**src/s2rgb_pkg.sv**
```systemverilog
// ----------------------------------------------------------------------------
// s2rgb_pkg: shared definitions for the scalar to RGB colormap
// Map codes, fixed-point constants, reciprocals and saturation helpers.
// ----------------------------------------------------------------------------
package s2rgb_pkg;

    localparam int FRAC_BITS  = 16;
    localparam int COLOR_BITS = 16;
    localparam int LEVEL_W    = 18;
    localparam int ONE        = 1 << FRAC_BITS;
    localparam int COLOR_MAX  = (1 << COLOR_BITS) - 1;
    localparam int NUM_MAPS   = 12;

    // register index on the configuration port
    localparam logic REG_MAP_SELECT = 1'b0;

    // square root unit: 17 bit steps, three per stage
    localparam int ROOT_W      = 2 * COLOR_BITS + 1;
    localparam int ROOT_STEPS  = 17;
    localparam int STEPS_PER   = 3;
    localparam int ROOT_STAGES = (ROOT_STEPS + STEPS_PER - 1) / STEPS_PER;

    // reciprocals: floor(x/d) = (x * RECIP) >> SHIFT over the value ranges used
    localparam logic [22:0] RECIP3     = 23'd5592406;
    localparam int          RECIP3_SH  = 24;
    localparam logic [21:0] RECIP9     = 22'd3728271;
    localparam int          RECIP9_SH  = 25;
    localparam logic [29:0] RECIP10K   = 30'd879609303;
    localparam int          RECIP10K_SH = 43;

    localparam logic [COLOR_BITS-1:0] SUMMER_BLUE = 16'd26214;

    typedef enum logic [3:0] {
        MAP_JET, MAP_HOT, MAP_COOL, MAP_GRAY, MAP_PINK, MAP_BONE,
        MAP_COPPER, MAP_AUTUMN, MAP_SPRING, MAP_WINTER, MAP_SUMMER, MAP_HSV
    } map_t;

    function automatic logic [COLOR_BITS-1:0] sat_color(input logic [33:0] x);
        if (x > 34'(COLOR_MAX)) begin
            return COLOR_BITS'(COLOR_MAX);
        end
        return x[COLOR_BITS-1:0];
    endfunction

    // floor(r * 2^15 / 9) for a remainder of a division by nine
    function automatic logic [14:0] frac_ninth(input logic [3:0] r);
        case (r)
            4'd0:    return 15'd0;
            4'd1:    return 15'd3640;
            4'd2:    return 15'd7281;
            4'd3:    return 15'd10922;
            4'd4:    return 15'd14563;
            4'd5:    return 15'd18204;
            4'd6:    return 15'd21845;
            4'd7:    return 15'd25486;
            4'd8:    return 15'd29127;
            default: return 15'd0;
        endcase
    endfunction

endpackage

```
**src/s2rgb_root.sv**
```systemverilog
// ----------------------------------------------------------------------------
// s2rgb_root: pipelined integer square root with round-half-up
// Bitwise restoring root, three steps per stage, result saturated to color.
// ----------------------------------------------------------------------------
module s2rgb_root (
    input  logic                                aclk,
    input  logic [s2rgb_pkg::ROOT_STAGES-1:0]   stage_en,
    input  logic [s2rgb_pkg::ROOT_W-1:0]        rad_in,
    output logic [s2rgb_pkg::COLOR_BITS-1:0]    root_out
);
    import s2rgb_pkg::*;

    logic [ROOT_W-1:0] rem_reg  [ROOT_STAGES];
    logic [ROOT_W-1:0] res_reg  [ROOT_STAGES];
    logic [ROOT_W-1:0] rem_next [ROOT_STAGES];
    logic [ROOT_W-1:0] res_next [ROOT_STAGES];

    always_comb begin
        logic [ROOT_W-1:0] rm;
        logic [ROOT_W-1:0] rs;
        logic [ROOT_W-1:0] bt;
        int k;
        for (int j = 0; j < ROOT_STAGES; j++) begin
            if (j == 0) begin
                rm = rad_in;
                rs = '0;
            end else begin
                rm = rem_reg[j-1];
                rs = res_reg[j-1];
            end
            for (int s = 0; s < STEPS_PER; s++) begin
                k = j * STEPS_PER + s;
                if (k < ROOT_STEPS) begin
                    bt = ROOT_W'(1) << (ROOT_W - 1 - 2 * k);
                    if (rm >= rs + bt) begin
                        rm = rm - (rs + bt);
                        rs = (rs >> 1) + bt;
                    end else begin
                        rs = rs >> 1;
                    end
                end
            end
            // remainder is t - s*s here: round up past the half
            if (j == ROOT_STAGES - 1 && rm > rs) begin
                rs = rs + ROOT_W'(1);
            end
            rem_next[j] = rm;
            res_next[j] = rs;
        end
    end

    always_ff @(posedge aclk) begin
        for (int j = 0; j < ROOT_STAGES; j++) begin
            if (stage_en[j]) begin
                rem_reg[j] <= rem_next[j];
                res_reg[j] <= res_next[j];
            end
        end
    end

    assign root_out = sat_color(34'(res_reg[ROOT_STAGES-1]));

endmodule

```
**config.mk**
```make
export PLATFORM = sky130hd
export DESIGN_NAME = s2rgb_root
export DESIGN_NICKNAME = d
export VERILOG_FILES = /design/src/s2rgb_pkg.sv /design/src/s2rgb_root.sv
export SDC_FILE = /design/constraint.sdc
export NUM_CORES = 1
export LEC_CHECK = 0
export ABC_CLOCK_PERIOD_IN_PS = 10200
export BUFFER_PORTS_ARGS = -buffer_cell sky130_fd_sc_hd__buf_2
export CAP_MARGIN = 20
export CORE_MARGIN = 5
export CORE_UTILIZATION = 43
export DETAILED_ROUTE_END_ITERATION = 12
export HOLD_SLACK_MARGIN = 0.05
export PLACE_DENSITY = 0.56
export SKIP_LAST_GASP = 1
export SLEW_MARGIN = 5
export SYNTH_ARGS = -nofsm -noshare
export SYNTH_HDL_FRONTEND = slang
export SYNTH_SLANG_ARGS = --single-unit
```
**constraint.sdc**
```tcl
create_clock -name aclk -period 10.2 [get_ports aclk]
set_input_delay 0.51 -clock aclk [delete_from_list [all_inputs] [get_ports aclk]]
set_output_delay 0.51 -clock aclk [all_outputs]
set_load 0.02 [all_outputs]
```
==> metrics.cfg <==
[status]
status = completed

[finish]
drive_gt1_share_pct = 8.11
nFillCells = 4720
multi_input_area_um2 = 13600
largest_reg_flops = 165
regArea_um2 = 6850
synthToLayoutAreaGrowth_pct = 8.53
antenna_cells = 0
num-nets-final = 2671

[global_route]
grt_pass1_vias = 17381
grt_pass1_wl_um = 95800
grt.total_usage_pct = 22.0
antenna_found_initial = 0
grt_max_degree = 49
gr-total-overflow = 0

[worst_setup_path]
critPathLaunch = res_reg[4][4]
r2r-end = res_reg[5][12]
rr_worst_depth = 36
crit_top_cell = o21ai_0
worst_setup_path_start_kind = register
cpPeakStageDelay_ps = 670
critPathMaxFanout = 24
crit_required_ps = 10560
crit_path_end_kind = register
critPathArrivalTime_ps = 9780
crit_slowest_cell = or4_1
r2r_slack_ps = 790
path_class = register to register
reg2reg_from = res_reg[4][4]
crit_end = res_reg[5][12]

[sta]
min_period_ps = 9410
finalHoldViolCount = 0
min_period_over_period_pct = 92.3
setup_viol = 0
timing.hold.ws_ps = 136
slew_headroom_pct = 32.4
grt_setup_unrepaired = false
fin_tns_setup_ps = 0
fin_worst_skew_ps = 15.2
worst_pin_slew_ps = 1010
timing.fmax_mhz = 106
final_max_slew_viol_count = 0

[clock_network]
htreeDepth = 1
cts.sinks = 228
cts_root_buf = clkbuf_16
cts_tree = yes
hold_buffers = 0
clk_pin_slew_ps = 60
clock_path_buffers = 3
cts.repair.resized = 0
numCtsBuffers = 27
cts_setup_buffers = 0
insertion_delay_ps = 570

[yosys]
avgSynthCellArea_um2 = 8.86
synthFlopType = edfxtp_1
ys_ff_latch = 228
yosys_warnings = 0
ys_seq_area_share_pct = 32.3
synthCells = 2394
synth-edff-count = 228
syn_nets = 2630
ys_async_sr_fraction_pct = 0
synth.distinct_cells = 98
synthTopCellsByArea = edfxtp_1, ha_1, xnor2_1, a21oi_1, nor2_1
synth_mux_area_share_pct = 2.24
yosysTopAreaCell = edfxtp_1
synth_area_um2 = 21200
synth_top_area_share_pct = 32.3
synthAdderAreaFrac_pct = 11.6
synth_top_family_by_area = simple AND/OR/NAND/NOR gates
post_synth_xor_area_fraction_pct = 9.74
yosys.area_share.simple_pct = 21.0
synth_compound_area_share_pct = 19.7

[power]
seq_power_share_pct = 21.4
p_int_mw = 4.06
powerDensity_nw_per_um2 = 337
switchingPower_mw = 3.71
swShare_pct = 47.7
clkPwrFrac_pct = 11.6
comb_power_share_pct = 67.0
vdd_ir_drop_max_v = 0.000247
leakage_nw = 9.15

[die]
core_um2 = 48800
rows = 81
fp.dieW_um = 232
initial_core_util_pct = 43.4
ios = 56
die_y_um = 232
die_area_um2 = 53900

[routing]
drt-total-wl_um = 61700
viasPerCell = 5.90
drc = 0
wl_per_cell_um = 19.8
dr.first_iter.drc_count = 1308
drt_pass1_iterations = 6
ant_nets = 0
dr_total_vias = 18381

[hold_path]
min_path_type = input pin to register

[place]
gp_congestion = 0.947
dp_hpwl_um = 49700
portBuffers = 55

[flow_run]
cap_violations = 0

==> through the flow <==
stage	total power [mW]	cells	setup slack (ps)	utilization [%]	instance area (um^2)
after floorplan	5.59	2394	1530	-	21200
after global placement	6.77	3069	698	45.4	22200
after detailed placement	6.81	3069	886	45.4	22200
after CTS	7.76	3116	828	47.1	23000
after global routing	8.41	3117	122	47.1	23000
final	7.77	3117	789	47.1	23000
==> cells in the final DEF, fill, tap and decap left out, drive strengths merged, types with 8 or more instances in the layout <==
cell,n
nand3b,10
a211oi,28
and2,15
mux2,28
o21a,28
nor4b,12
nand2b,33
buf,72
a31oi,29
nor2b,33
o21bai,21
a21o,65
a2111oi,9
or4,15
ha,196
clkbuf,29
nor3,79
a21oi,197
nand4,33
xor2,80
nand4b,8
o211ai,11
clkinv,14
xnor2,156
a211o,8
mux2i,16
or2,22
inv,128
nor2,202
or3,43
nor4,51
o21ai,140
nand3,68
and3,19
o31ai,19
nand2,179
edfxtp,228
nor3b,13
==> synth_stat cells (28+ instances only) <==
| cell type | count |
|---|---|
| edfxtp_1 | 228 |
| nor2_1 | 202 |
| a21oi_1 | 196 |
| ha_1 | 196 |
| nand2_1 | 178 |
| xnor2_1 | 156 |
| o21ai_0 | 136 |
| inv_1 | 123 |
| xor2_1 | 80 |
| nor3_1 | 78 |
| nand3_1 | 67 |
| a21o_1 | 65 |
| nor4_1 | 48 |
| or3_1 | 43 |
| clkbuf_1 | 42 |
| nand2b_1 | 33 |
| nand4_1 | 33 |
| nor2b_1 | 33 |
| a31oi_1 | 29 |
| mux2_2 | 28 |
| o21a_1 | 28 |
==> per-layer routing <==
layer / global-route usage, % / routed length (um) / vias up
met5: 0 / 0 / -
met4: 6.54 / 2070 / 0
met3: 2.04 / 2540 / 106
met2: 38.3 / 29700 / 468
met1: 29.2 / 27500 / 8768
li1: - / - / 9039
==> worst min-delay path by stage <==
| stage | from | to | slack, ps | depth (start not counted) |
|---|---|---|---|---|
| finish | rad_in[23] | rem_reg[0][23] | 140 | 1 |
| global route | rad_in[2] | rem_reg[0][2] | 120 | 1 |
| CTS | rad_in[22] | rem_reg[0][22] | 110 | 1 |
| detailed placement | rem_reg[3][3] | rem_reg[4][3] | 430 | 0 |
| global placement | rem_reg[3][2] | rem_reg[4][2] | 430 | 0 |
| floorplan | rem_reg[3][3] | rem_reg[4][3] | 420 | 0 |
==> critical path, delay by kind of cell, from the launching register on <==
kind | cells | cell delay, ps
xor gates and xnor gates | 1 | 250
and+or+nand+nor | 10 | 2200
adders and majority gates | 3 | 1130
AOI/OAI and AO/OA | 17 | 3820
buffers and inverters | 4 | 1040
DFF | 1 | 500
muxes | 1 | 200
==> kinds of logic (layout without fill, tap and decap cells) <==
kind of cell             count (synthesis)  after routing
AO/OA/AOI/OAI                          644            644
XOR/XNOR                               236            236
adder cells (fa/ha/maj)                196            196
buffers and inverters                  189            248
flip-flops                             228            228
multiplexers                            44             44
AND/OR/NAND/NOR                        857            857
==> power groups by stage <==
stage | clock network (mW) | logic [mW] | registers, mW
floorplan | 0 | 4.06 | 1.53
global placement | 0 | 5.09 | 1.68
detailed placement | 0 | 5.13 | 1.68
CTS | 0.926 | 5.17 | 1.66
global route | 0.961 | 5.76 | 1.69
finish | 0.900 | 5.21 | 1.66
==> cell type report <==
cell class,instances,area share (%)
clock buffer,29,2.97
clock inverter,18,0.614
inverter,128,2.09
multi-input combinational,1977,59.2
sequential,228,29.7
tap,664,3.61
timing repair buffer,73,1.80
(Power assumes the default switching activity.)
